### src/design/olist_pkg.sv
`timescale 1ns / 1ps
// ----------------------------------------------------------------------------
// olist_pkg
// Shared types, codes and command/status structs for the ordered list store.
// ----------------------------------------------------------------------------
package olist_pkg;

	localparam int DEF_CAPACITY = 16;

	typedef enum logic [1:0] {
		MODE_INSERT  = 2'd0,
		MODE_DELETE  = 2'd1,
		MODE_REVERSE = 2'd2,
		MODE_READ    = 2'd3
	} mode_t;

	typedef enum logic [1:0] {
		ST_OK        = 2'd0,
		ST_FULL      = 2'd1,
		ST_NOT_FOUND = 2'd2,
		ST_RANGE     = 2'd3
	} status_t;

	typedef enum logic [2:0] {
		RD_IDX,
		RD_IDX_M1,
		RD_IDX_P1,
		RD_HI,
		RD_POS
	} rd_sel_t;

	typedef enum logic {
		WA_IDX,
		WA_HI
	} wa_sel_t;

	typedef enum logic [1:0] {
		WD_VALUE,
		WD_RDATA,
		WD_TMP
	} wd_sel_t;

	typedef enum logic [3:0] {
		S_IDLE,
		S_START,
		S_INS_CHK,
		S_INS_WR,
		S_DEL_RD,
		S_DEL_CMP,
		S_SH_CHK,
		S_SH_WR,
		S_REV_CHK,
		S_REV_RDHI,
		S_REV_WRLO,
		S_REV_WRHI,
		S_FINISH
	} state_t;

	typedef struct packed {
		logic    load;
		logic    rd_en;
		rd_sel_t rd_sel;
		logic    wr_en;
		wa_sel_t wr_addr_sel;
		wd_sel_t wr_data_sel;
		logic    idx_ld_len;
		logic    idx_clr;
		logic    idx_inc;
		logic    idx_dec;
		logic    hi_ld;
		logic    hi_dec;
		logic    tmp_ld;
		logic    len_inc;
		logic    len_dec;
		logic    set_stat;
		status_t stat;
		logic    res_load;
	} olist_cmd_t;

	typedef struct packed {
		mode_t mode;
		logic  full;
		logic  len_le1;
		logic  pos_ok;
		logic  idx_zero;
		logic  idx_eq_len;
		logic  idx_last;
		logic  idx_lt_hi;
		logic  match;
		logic  res_free;
	} olist_stat_t;

endpackage

### src/design/olist_if.sv
`timescale 1ns / 1ps
// ----------------------------------------------------------------------------
// olist_if
// Valid/ready channels for command words and result words.
// ----------------------------------------------------------------------------
interface olist_cmd_if;
	logic               valid;
	logic               ready;
	logic [1:0]         mode;
	logic signed [31:0] value;
	logic [3:0]         position;

	modport source (output valid, output mode, output value, output position, input ready);
	modport sink (input valid, input mode, input value, input position, output ready);
endinterface

interface olist_res_if;
	logic               valid;
	logic               ready;
	logic [1:0]         status;
	logic [4:0]         entry_count;
	logic signed [31:0] read_value;

	modport source (output valid, output status, output entry_count, output read_value,
		input ready);
	modport sink (input valid, input status, input entry_count, input read_value,
		output ready);
endinterface

### src/design/ordered_list_store.sv
`timescale 1ns / 1ps
// ----------------------------------------------------------------------------
// ordered_list_store
// Bounded ordered list of 32-bit values with insert, delete, reverse and read.
// ----------------------------------------------------------------------------
// one command is in work at a time: the next is taken at the earliest in the cycle after
// the result is loaded. Each moved entry costs a read and then a write step; a waiting
// result stalls only the finish.
// arst_n empties the list and drops the pending result; entries are not cleared.
module ordered_list_store #(
	parameter int CAPACITY = olist_pkg::DEF_CAPACITY
) (
	input logic         clk,
	input logic         arst_n,
	olist_cmd_if.sink   cmd,
	olist_res_if.source res
);
	import olist_pkg::*;

	olist_cmd_t  cc;
	olist_stat_t st;
	logic        ready;

	assign cmd.ready = ready;

	olist_ctrl u_ctrl (
		.clk       (clk),
		.arst_n    (arst_n),
		.cmd_valid (cmd.valid),
		.cmd_ready (ready),
		.st        (st),
		.cc        (cc)
	);

	olist_dp #(
		.CAPACITY (CAPACITY)
	) u_dp (
		.clk         (clk),
		.arst_n      (arst_n),
		.in_mode     (cmd.mode),
		.in_value    (cmd.value),
		.in_position (cmd.position),
		.cc          (cc),
		.st          (st),
		.res         (res)
	);

endmodule

### src/design/olist_ctrl.sv
`timescale 1ns / 1ps
// ----------------------------------------------------------------------------
// olist_ctrl
// Sequencer that steps the datapath through insert, delete, reverse and read.
// ----------------------------------------------------------------------------
module olist_ctrl (
	input  logic                clk,
	input  logic                arst_n,
	input  logic                cmd_valid,
	output logic                cmd_ready,
	input  olist_pkg::olist_stat_t st,
	output olist_pkg::olist_cmd_t  cc
);
	import olist_pkg::*;

	state_t state_q, state_d;

	always_ff @(posedge clk or negedge arst_n) begin
		if (!arst_n) begin
			state_q <= S_IDLE;
		end else begin
			state_q <= state_d;
		end
	end

	always_comb begin
		state_d        = state_q;
		cc             = '0;
		cc.rd_sel      = RD_IDX;
		cc.wr_addr_sel = WA_IDX;
		cc.wr_data_sel = WD_VALUE;
		cc.stat        = ST_OK;
		cmd_ready      = 1'b0;
		case (state_q)
			S_IDLE: begin
				cmd_ready = 1'b1;
				if (cmd_valid) begin
					cc.load = 1'b1;
					state_d = S_START;
				end
			end
			S_START: begin
				case (st.mode)
					MODE_INSERT: begin
						if (st.full) begin
							cc.set_stat = 1'b1;
							cc.stat     = ST_FULL;
							state_d     = S_FINISH;
						end else begin
							cc.idx_ld_len = 1'b1;
							state_d       = S_INS_CHK;
						end
					end
					MODE_DELETE: begin
						cc.idx_clr = 1'b1;
						state_d    = S_DEL_RD;
					end
					MODE_REVERSE: begin
						if (st.len_le1) begin
							state_d = S_FINISH;
						end else begin
							cc.idx_clr = 1'b1;
							cc.hi_ld   = 1'b1;
							state_d    = S_REV_CHK;
						end
					end
					MODE_READ: begin
						if (st.pos_ok) begin
							cc.rd_en  = 1'b1;
							cc.rd_sel = RD_POS;
						end else begin
							cc.set_stat = 1'b1;
							cc.stat     = ST_RANGE;
						end
						state_d = S_FINISH;
					end
					default: state_d = S_FINISH;
				endcase
			end
			// shift towards the tail, then write the new value at the head
			S_INS_CHK: begin
				if (st.idx_zero) begin
					cc.wr_en       = 1'b1;
					cc.wr_data_sel = WD_VALUE;
					cc.len_inc     = 1'b1;
					state_d        = S_FINISH;
				end else begin
					cc.rd_en  = 1'b1;
					cc.rd_sel = RD_IDX_M1;
					state_d   = S_INS_WR;
				end
			end
			S_INS_WR: begin
				cc.wr_en       = 1'b1;
				cc.wr_data_sel = WD_RDATA;
				cc.idx_dec     = 1'b1;
				state_d        = S_INS_CHK;
			end
			S_DEL_RD: begin
				if (st.idx_eq_len) begin
					cc.set_stat = 1'b1;
					cc.stat     = ST_NOT_FOUND;
					state_d     = S_FINISH;
				end else begin
					cc.rd_en  = 1'b1;
					cc.rd_sel = RD_IDX;
					state_d   = S_DEL_CMP;
				end
			end
			S_DEL_CMP: begin
				if (st.match) begin
					state_d = S_SH_CHK;
				end else begin
					cc.idx_inc = 1'b1;
					state_d    = S_DEL_RD;
				end
			end
			// close the gap left by the removed entry
			S_SH_CHK: begin
				if (st.idx_last) begin
					cc.len_dec = 1'b1;
					state_d    = S_FINISH;
				end else begin
					cc.rd_en  = 1'b1;
					cc.rd_sel = RD_IDX_P1;
					state_d   = S_SH_WR;
				end
			end
			S_SH_WR: begin
				cc.wr_en       = 1'b1;
				cc.wr_data_sel = WD_RDATA;
				cc.idx_inc     = 1'b1;
				state_d        = S_SH_CHK;
			end
			S_REV_CHK: begin
				if (st.idx_lt_hi) begin
					cc.rd_en  = 1'b1;
					cc.rd_sel = RD_IDX;
					state_d   = S_REV_RDHI;
				end else begin
					state_d = S_FINISH;
				end
			end
			S_REV_RDHI: begin
				cc.tmp_ld = 1'b1;
				cc.rd_en  = 1'b1;
				cc.rd_sel = RD_HI;
				state_d   = S_REV_WRLO;
			end
			S_REV_WRLO: begin
				cc.wr_en       = 1'b1;
				cc.wr_addr_sel = WA_IDX;
				cc.wr_data_sel = WD_RDATA;
				state_d        = S_REV_WRHI;
			end
			S_REV_WRHI: begin
				cc.wr_en       = 1'b1;
				cc.wr_addr_sel = WA_HI;
				cc.wr_data_sel = WD_TMP;
				cc.idx_inc     = 1'b1;
				cc.hi_dec      = 1'b1;
				state_d        = S_REV_CHK;
			end
			// wait here until the output register is free
			S_FINISH: begin
				if (st.res_free) begin
					cc.res_load = 1'b1;
					state_d     = S_IDLE;
				end
			end
			default: state_d = S_IDLE;
		endcase
	end

endmodule

### src/design/olist_dp.sv
`timescale 1ns / 1ps
// ----------------------------------------------------------------------------
// olist_dp
// Entry memory, length and index counters, and the result output register.
// ----------------------------------------------------------------------------
module olist_dp #(
	parameter int CAPACITY = olist_pkg::DEF_CAPACITY
) (
	input  logic                   clk,
	input  logic                   arst_n,
	input  logic [1:0]             in_mode,
	input  logic [31:0]            in_value,
	input  logic [3:0]             in_position,
	input  olist_pkg::olist_cmd_t  cc,
	output olist_pkg::olist_stat_t st,
	olist_res_if.source            res
);
	import olist_pkg::*;

	localparam int AW = (CAPACITY > 1) ? $clog2(CAPACITY) : 1;
	localparam int LW = $clog2(CAPACITY + 1);
	localparam int CW = (LW > 5) ? LW : 5;

	logic [31:0]   mem_q [CAPACITY];
	logic [31:0]   rdata_q, tmp_q, value_q;
	logic [3:0]    pos_q;
	mode_t         mode_q;
	status_t       stat_q;
	logic [LW-1:0] len_q, idx_q, hi_q;
	logic          out_valid_q;
	status_t       out_stat_q;
	logic [4:0]    out_count_q;
	logic [31:0]   out_value_q;

	logic [CW-1:0] pos_ext, len_ext;
	logic [LW-1:0] idx_m1, idx_p1, rd_addr_full, wr_addr_full;
	logic [LW:0]   idx_p1_wide;
	logic [AW-1:0] rd_addr, wr_addr;
	logic [31:0]   wdata;

	assign pos_ext     = CW'(pos_q);
	assign len_ext     = CW'(len_q);
	assign idx_m1      = idx_q - LW'(1);
	assign idx_p1      = idx_q + LW'(1);
	assign idx_p1_wide = (LW + 1)'(idx_q) + (LW + 1)'(1);

	always_comb begin
		case (cc.rd_sel)
			RD_IDX:    rd_addr_full = idx_q;
			RD_IDX_M1: rd_addr_full = idx_m1;
			RD_IDX_P1: rd_addr_full = idx_p1;
			RD_HI:     rd_addr_full = hi_q;
			RD_POS:    rd_addr_full = pos_ext[LW-1:0];
			default:   rd_addr_full = idx_q;
		endcase
		case (cc.wr_addr_sel)
			WA_HI:   wr_addr_full = hi_q;
			default: wr_addr_full = idx_q;
		endcase
		case (cc.wr_data_sel)
			WD_RDATA: wdata = rdata_q;
			WD_TMP:   wdata = tmp_q;
			default:  wdata = value_q;
		endcase
	end

	assign rd_addr = rd_addr_full[AW-1:0];
	assign wr_addr = wr_addr_full[AW-1:0];

	always_ff @(posedge clk) begin
		if (cc.wr_en) begin
			mem_q[wr_addr] <= wdata;
		end
		if (cc.rd_en) begin
			rdata_q <= mem_q[rd_addr];
		end
	end

	always_ff @(posedge clk) begin
		if (cc.load) begin
			mode_q  <= mode_t'(in_mode);
			value_q <= in_value;
			pos_q   <= in_position;
		end
		if (cc.tmp_ld) begin
			tmp_q <= rdata_q;
		end
		if (cc.load) begin
			stat_q <= ST_OK;
		end else if (cc.set_stat) begin
			stat_q <= cc.stat;
		end
		if (cc.res_load) begin
			out_stat_q  <= stat_q;
			out_count_q <= len_ext[4:0];
			out_value_q <= (mode_q == MODE_READ && stat_q == ST_OK) ? rdata_q : 32'd0;
		end
	end

	always_ff @(posedge clk or negedge arst_n) begin
		if (!arst_n) begin
			len_q       <= '0;
			idx_q       <= '0;
			hi_q        <= '0;
			out_valid_q <= 1'b0;
		end else begin
			if (cc.len_inc) begin
				len_q <= len_q + LW'(1);
			end else if (cc.len_dec) begin
				len_q <= len_q - LW'(1);
			end
			if (cc.idx_ld_len) begin
				idx_q <= len_q;
			end else if (cc.idx_clr) begin
				idx_q <= '0;
			end else if (cc.idx_inc) begin
				idx_q <= idx_p1;
			end else if (cc.idx_dec) begin
				idx_q <= idx_m1;
			end
			if (cc.hi_ld) begin
				hi_q <= len_q - LW'(1);
			end else if (cc.hi_dec) begin
				hi_q <= hi_q - LW'(1);
			end
			out_valid_q <= cc.res_load | (out_valid_q & ~res.ready);
		end
	end

	assign st.mode       = mode_q;
	assign st.full       = (len_q == LW'(CAPACITY));
	assign st.len_le1    = (len_q <= LW'(1));
	assign st.pos_ok     = (pos_ext < len_ext);
	assign st.idx_zero   = (idx_q == '0);
	assign st.idx_eq_len = (idx_q == len_q);
	assign st.idx_last   = (idx_p1_wide >= (LW + 1)'(len_q));
	assign st.idx_lt_hi  = (idx_q < hi_q);
	assign st.match      = (rdata_q == value_q);
	assign st.res_free   = ~out_valid_q | res.ready;

	assign res.valid       = out_valid_q;
	assign res.status      = out_stat_q;
	assign res.entry_count = out_count_q;
	assign res.read_value  = out_value_q;

	a_len_bound: assert property (@(posedge clk) disable iff (!arst_n)
		len_q <= LW'(CAPACITY))
		else $error("list length beyond capacity");

	a_wr_in_range: assert property (@(posedge clk) disable iff (!arst_n)
		cc.wr_en |-> (wr_addr_full < LW'(CAPACITY)))
		else $error("write address beyond capacity");

	a_no_overwrite: assert property (@(posedge clk) disable iff (!arst_n)
		cc.res_load |-> (!out_valid_q || res.ready))
		else $error("result register overwritten while pending");

	a_len_step: assert property (@(posedge clk) disable iff (!arst_n)
		(cc.len_inc || cc.len_dec) |=> (len_q != $past(len_q)))
		else $error("length failed to change");

	a_full_no_insert: assert property (@(posedge clk) disable iff (!arst_n)
		cc.len_inc |-> (len_q < LW'(CAPACITY)))
		else $error("insert into a full list");

endmodule

### src/flat_wrapper.sv
// flat-port wrapper written by rule: the top's interface ports become plain ports
module ordered_list_store_flat import olist_pkg::*;
#(
	parameter int CAPACITY = olist_pkg::DEF_CAPACITY
)
  (clk, arst_n, cmd_valid, cmd_mode, cmd_value, cmd_position, cmd_ready, res_valid, res_status, res_entry_count, res_read_value, res_ready);
  olist_cmd_if cmd_i ();
  olist_res_if res_i ();
  input logic clk;
  input logic arst_n;
  input wire logic [$bits(cmd_i.valid)-1:0] cmd_valid;
  input wire logic [$bits(cmd_i.mode)-1:0] cmd_mode;
  input wire logic [$bits(cmd_i.value)-1:0] cmd_value;
  input wire logic [$bits(cmd_i.position)-1:0] cmd_position;
  output wire logic [$bits(cmd_i.ready)-1:0] cmd_ready;
  output wire logic [$bits(res_i.valid)-1:0] res_valid;
  output wire logic [$bits(res_i.status)-1:0] res_status;
  output wire logic [$bits(res_i.entry_count)-1:0] res_entry_count;
  output wire logic [$bits(res_i.read_value)-1:0] res_read_value;
  input wire logic [$bits(res_i.ready)-1:0] res_ready;
  assign cmd_i.valid = cmd_valid;
  assign cmd_i.mode = cmd_mode;
  assign cmd_i.value = cmd_value;
  assign cmd_i.position = cmd_position;
  assign cmd_ready = cmd_i.ready;
  assign res_valid = res_i.valid;
  assign res_status = res_i.status;
  assign res_entry_count = res_i.entry_count;
  assign res_read_value = res_i.read_value;
  assign res_i.ready = res_ready;
  ordered_list_store #(.CAPACITY(CAPACITY)) u_core (.clk(clk), .arst_n(arst_n), .cmd(cmd_i), .res(res_i));
endmodule
### config.mk
export PLATFORM = sky130hd
export DESIGN_NAME = ordered_list_store_flat
export DESIGN_NICKNAME = d
export VERILOG_FILES = /design/src/design/olist_pkg.sv /design/src/design/olist_if.sv /design/src/design/ordered_list_store.sv /design/src/design/olist_ctrl.sv /design/src/design/olist_dp.sv /design/src/flat_wrapper.sv
export SDC_FILE = /design/constraint.sdc
export NUM_CORES = 1
export LEC_CHECK = 0
export BUFFER_PORTS_ARGS = -buffer_cell sky130_fd_sc_hd__buf_2
export CORE_UTILIZATION = 59
export DETAILED_ROUTE_END_ITERATION = 8
export MAX_ROUTING_LAYER = met4
export PLACE_DENSITY = 0.76
export SETUP_SLACK_MARGIN = 0.5
export SYNTH_ARGS = -nofsm -noshare
export SYNTH_HDL_FRONTEND = slang
export SYNTH_HIERARCHICAL = 1
export SYNTH_SLANG_ARGS = --single-unit
### constraint.sdc
create_clock -name clk -period 5.3 [get_ports clk]
set_input_delay 0.53 -clock clk [delete_from_list [all_inputs] [get_ports clk]]
set_output_delay 0.53 -clock clk [all_outputs]
set_load 0.02 [all_outputs]
; Word-level counts from Yosys, hierarchy flattened
; Memory sizes are Yosys's and may differ from the RTL's. A register that Yosys moved wholly into a read port is not among the register bits.
; Cells that the tools add are included.
[totals]
output_inout_bits = 41
in_bits = 42
memories = 1
word_cells = 126
ram_bits = 512
regBits = 131
[mem_list]
columns = memory, depth, width, rd, rd_clocked_by_memory_dff, write_ports, line_no
row1 = u_core.u_dp.mem_q, 16, 32, 1, 1, 1, olist_dp.sv:24  ; logic [31:0] mem_q [CAPACITY];
[op_classes]
bitwise_logic = 5
order_cmp = 4
addsub = 6
reduce_logical = 12
eq_ne = 26
n_mux = 59
[op_table]
columns = operator, count
row1 = $pmux W32 S2, 1
row2 = $mux W4, 13
row3 = $pmux W4 S13, 1
row4 = $mux W5, 8
row5 = $eq A32 B32 Y1, 1
row6 = $pmux W4 S4, 2
row7 = $pmux W4 S6, 1
row8 = $eq A4 B4 Y1 const B, 5
row9 = $mux W1, 20
row10 = $eq A4 B3 Y1 const B, 4
row11 = $mux W3, 5
row12 = $sub A5 B1 Y5 const B, 3
row13 = $pmux W3 S2, 2
row14 = $add A5 B1 Y5 const B, 2
row15 = $eq A4 B2 Y1 const B, 2
row16 = $add A5 B1 Y6 const B, 1
row17 = $eq A2 B2 Y1 const B, 3
row18 = $eq A3 B2 Y1 const B, 2
row19 = $ge A6 B5 Y1, 1
row20 = $pmux W1 S2, 3
row21 = $eq A5 B5 Y1, 1
row22 = $eq A5 B5 Y1 const B, 1
row23 = $le A5 B1 Y1 const B, 1
row24 = $logic_not A5 Y1, 1
row25 = other kinds (22), 28

; Depth between registers and ports, before layout
[logic_depth]
word_depth = 6
depth_mapped = 22
mapped_depth_nobuf = 17

; By module
; The synthesis kept the hierarchy.
[by_module_without_submodules]
columns = mod, seq_area_each_um2, n_inst, cells_per_inst, area_per_inst_um2
row1 = olist_dp, 20049.2, 1, 1366, 26435.4
row2 = olist_ctrl, 100.1, 1, 99, 681.9

; Worst setup path before layout
; Ideal clock, no wire load.
[synth_timing]
path_kind = reg-to-reg
start = register u_core.u_dp.idx_q[0]
end = register u_core.u_dp.rdata_q[26], read port of u_core.u_dp.mem_q, data pin
required_ps = 5041
stages_incl_launch_ff = 21
setup_ps = 259
synth_period_minus_slack_ps = 4475
n_path_buf = 4
slack_ps = 825
t_arrival_ps = 4216
path_cell_list = dfrtp_1 > clkbuf_1 > inv_1 > ha_1 > ha_1 > a21o_1 > a21oi_1 > nor2b_1 > o21ai_0 > nand2_1 > or4bb_1 > o22ai_1 > buf_2 > o211ai_1 > a21oi_1 > o22a_1 > buf_6 > buf_4 > mux4_2 > a22oi_1 > nand2_1
[synth_rtl]
columns = item, line_no
row1 = start: declaration, olist_dp.sv:29  ; logic [LW-1:0] len_q, idx_q, hi_q;
row2 = start signal: assignment, olist_dp.sv:113  ; idx_q <= len_q;
row3 = start signal: assignment, olist_dp.sv:117  ; idx_q <= idx_p1;
row4 = start signal: assignment, olist_dp.sv:119  ; idx_q <= idx_m1;
row5 = end: declaration, olist_dp.sv:25  ; logic [31:0] rdata_q, tmp_q, value_q;

==> key figures <==
Run status
  • Status: complete, no violations

Setup path
  • Setup slack, reg-to-reg: between 0.7 and 0.8 ns
  • Largest delay share family, worst path: compound AO/OA/AOI/OAI gates
  • CP Launch Type: flip-flop
  • Critical path's largest stage delay: 0.55 ns
  • Crit Path Class: reg -> reg
  • CP bufs+invs: 4
  • Data required, critical path: approximately 5.6 ns
  • Critical Path Stages: 20
  • Worst Path Max Fanout: 52
  • CP Capture Type: flip-flop
  • FF-to-FF Start: u_core/u_dp/idx_q[0]
  • Worst EP arrival: ~4.9 ns
  • Worst r2r dst: u_core/u_dp/rdata_q[19]
  • Critical-path top delay cell: or4bb_1
  • R2R depth: 20
  • CP cell instances: inv_2 > ha_2 > ha_1 > a21o_1 > a21oi_1 > nor2b_1 > o21ai_1 > nand2_1 > or4bb_1 > o22ai_2 > buf_6 > nor3b_1 > a31oi_1 > o22ai_1 > a21oi_4 > buf_12 > buf_12 > mux4_2 > a22oi_2 > nand2_1

Clock tree
  • H-tree depth: 3
  • CTS root buffer: clkbuf_16
  • CTS buffer count: 67
  • CTS tree: yes
  • Clock transition at the registers of the reported paths: 0.06 ns
  • CTS max path bufs: 3
  • Clk_lat worst skew: 0.60 ns
  • Clk sinks: just under 700

Place
  • Placed inst area: roughly 0.029 mm2
  • Dpl ws: 0.488 ns
  • HPWL Detailed: roughly 36 mm
  • Routability congestion estimate from global placement: between 0.9 and 1
  • Number of port buffers: 82

Cells and area
  • Layout cell share with drive strength beyond 1: 0.267
  • Synth-to-layout area growth: 14.7%
  • Layout fillers: between 2000 and 3000
  • Final Cell Area: roughly 0.031 mm2
  • Antenna Cells: 0
  • Multi-input logic area: 0.00666 mm2
  • Register area: a little over 0.02 mm2
  • Net count, final: about 1700
  • Util after Layout: 0.685

Yosys
  • Synth Cell Area: about 0.027 mm2
  • Fraction of registers with async set/reset: 0.0296
  • Synth area leader: edfxtp_1
  • Synth unique cells: 67
  • Count leader, synth: edfxtp_1
  • Synth top area share: 0.723
  • Largest family of logic cells by synthesized area: multiplexers
  • EDFF count, synth: around 650
  • Synthesized net count: 1534
  • Mean post-synth cell area: around 19 um2
  • Synth warn: 6
  • Synth top cells by count: edfxtp_1, mux4_2, a22oi_1
  • Post-Synth Adder-Cell Area: 0.0125
  • Compound-Gate Fraction of Synth Area: 0.0548
  • Synthesized instance count: about 1500
  • #FFs+latches synth: 675
  • Area contributors post-synth: edfxtp_1, mux4_2, a22oi_1
  • Post-synthesis xor/xnor area fraction: 0.0165
  • Simple-Gate Fraction of Synth Area: 0.0460
  • Mux share of post-synthesis cell area: 0.107
  • Post-synthesis sequential area ratio: 0.743
  • Ys flop type: edfxtp_1

Timing
  • Fin crit share: 0.853
  • Slew Limit Headroom: 0.154
  • Worst setup margin: roughly 0.78 ns
  • Final Critical Period: 4.52 ns
  • Setup_tns: 0 ns
  • Max Clk Rate: roughly 220 MHz
  • Max-slew violations: 0
  • Final setup vio count: 0
  • RSZ-0062 raised after global routing: no
  • Layout Skew: approximately 0.03 ns
  • Final Hold Fails: 0
  • Tightest Pin Transition: 1.26 ns

Routing
  • DRT iter0 DRCs: 1898
  • DR vias: around 15000
  • Final WL: between 60 and 70 mm
  • Routed len/inst: around 28 um
  • DRC violations left: 0
  • Antenna-violating nets left: 0
  • DR vias/cell: around 6.5
  • DR pass1 iterations: 5

GRT
  • Met1 global-route usage: 0.384
  • GRT overflow: 0
  • Gr usage total: 0.292
  • Routing usage on met3: 0.0451
  • Global routing usage on met2: 0.469
  • Largest net degree at the start of global routing: 53
  • Gr busiest metal: met2
  • Number of global-route vias before repair: roughly 15000
  • Global-route wire length before repair: ~96 mm
  • Initial antenna violation count: 1

Floorplan
  • I/O pin cnt: 83
  • Site Rows: slightly below 80
  • Die width: around 220 um
  • Initial core utilization: 0.598
  • Die height: roughly 220 um
  • DIE AREA: roughly 0.047 mm2
  • Core area: roughly 0.045 mm2

Power
  • Pwr dens: between 600 and 700 mW/mm2
  • LEAKAGE: slightly above 10 nW
  • Peak supply drop: about 0.56 mV

Hold path
  • Hold depth: 1
  • Min-delay src: cmd_mode[0]
  • Worst hold-check path type: in -> reg
  • Worst Hold Path EP: u_core/u_dp/mode_q[0]

Job
  • Max cap viols: 0
-- per-layer routing --
layer	routed length, um	part of all wire
met5	0	0
met4	2350	0.036
met3	5810	0.089
met2	32900	0.51
met1	23900	0.37
-- repair_timing --
action,4_1_cts,5_1_grt
cloned,0,3
gates resized for setup,0,17
pin swaps,0,3
hold buffers,1,0
setup buffers,3,14
hold endpoints to repair,20,0
endpoints found under the setup margin,9,32
-- worst max path at each step --
stage,end,from,slack (ns)
detailed placement,u_core/u_dp/rdata_q[19],u_core/u_dp/idx_q[0],0.49
finish,u_core/u_dp/rdata_q[19],u_core/u_dp/idx_q[0],0.78
global route,u_core/u_dp/rdata_q[19],u_core/u_dp/idx_q[0],0.51
global placement,u_core/u_dp/rdata_q[25],u_core/u_dp/idx_q[0],0.59
floorplan,u_core/u_dp/rdata_q[26],u_core/u_dp/idx_q[0],0.82
CTS,u_core/u_dp/rdata_q[10],u_core/u_dp/idx_q[0],0.50
-- logic make-up (layout without fill, tap and decap cells) --
kind of cell               Yosys count  in the layout
DFF                                675            675
and+or+nand+nor                    253            253
AOI/OAI and AO/OA                  220            220
muxes                              131            131
buffers and inverters              108            326
xor gates and xnor gates            51             51
adders and majority gates           27             27
-- worst reg2reg max path, delay by kind of cell, from the launching register on --
family	cells	cell delay, ns
flops	1	0.39
buf+inv	4	0.70
mux	1	0.46
fa+ha+maj	2	0.62
compound gates	8	1.25
simple gates	5	0.83
-- layout make-up --
type	count	share of cell area
multi-input combinational	682	0.214
inverter	26	0.00314
tap	600	0.0241
timing repair buffer	184	0.0445
sequential	675	0.648
clock inverter	28	0.00805
clock buffer	88	0.0578
-- where the power goes --
group	switching, mW	total, mW	internal, mW
clock network	1.91	4.49	2.59
registers	0.440	7.43	6.99
logic	4.38	8.11	3.72
total	6.73	20.0	13.3
-- registers in the layout, summed over array words and instances (netlist names), 4 cells and up --
signal	count
u_core/u_ctrl/state_q	4
u_core/u_dp/hi_q	5
u_core/u_dp/idx_q	5
u_core/u_dp/len_ext	5
u_core/u_dp/mem_q	512
u_core/u_dp/pos_q	4
u_core/u_dp/rdata_q	32
u_core/u_dp/res.entry_count	5
u_core/u_dp/res.read_value	32
u_core/u_dp/tmp_q	32
u_core/u_dp/value_q	32
-- stage by stage --
| step | total power [mW] | hold slack, ns | cells |
|---|---|---|---|
| floorplan | 12.8 | 0.234 | 1465 |
| global placement | 14.8 | 0.464 | 2146 |
| detailed placement | 15.0 | 0.476 | 2146 |
| CTS | 19.6 | 0.0948 | 2266 |
| global route | 20.8 | 0.0943 | 2283 |
| finish | 20.0 | 0.112 | 2283 |
-- layout by cell type, fill, tap and decap left out, types with 10 or more instances in the layout --
| cell | Yosys | layout |
|---|---|---|
| nor3_1 | 13 | 12 |
| inv_1 | 25 | 23 |
| dfrtp_1 | 20 | 20 |
| clkbuf_16 | 0 | 71 |
| mux4_2 | 128 | 128 |
| buf_4 | 10 | 84 |
| xor2_1 | 38 | 38 |
| o21ai_0 | 60 | 58 |
| nor2_1 | 49 | 28 |
| nand2b_1 | 10 | 10 |
| clkinv_2 | 0 | 11 |
| nand2_1 | 92 | 92 |
| and2_1 | 32 | 32 |
| clkbuf_1 | 37 | 19 |
| buf_2 | 27 | 83 |
| buf_12 | 0 | 10 |
| ha_1 | 27 | 24 |
| nor2_4 | 0 | 21 |
| edfxtp_1 | 653 | 653 |
| a21oi_1 | 19 | 17 |
| a22oi_1 | 97 | 91 |
| xnor2_1 | 13 | 13 |
Power figures use the tool's default switching activity.
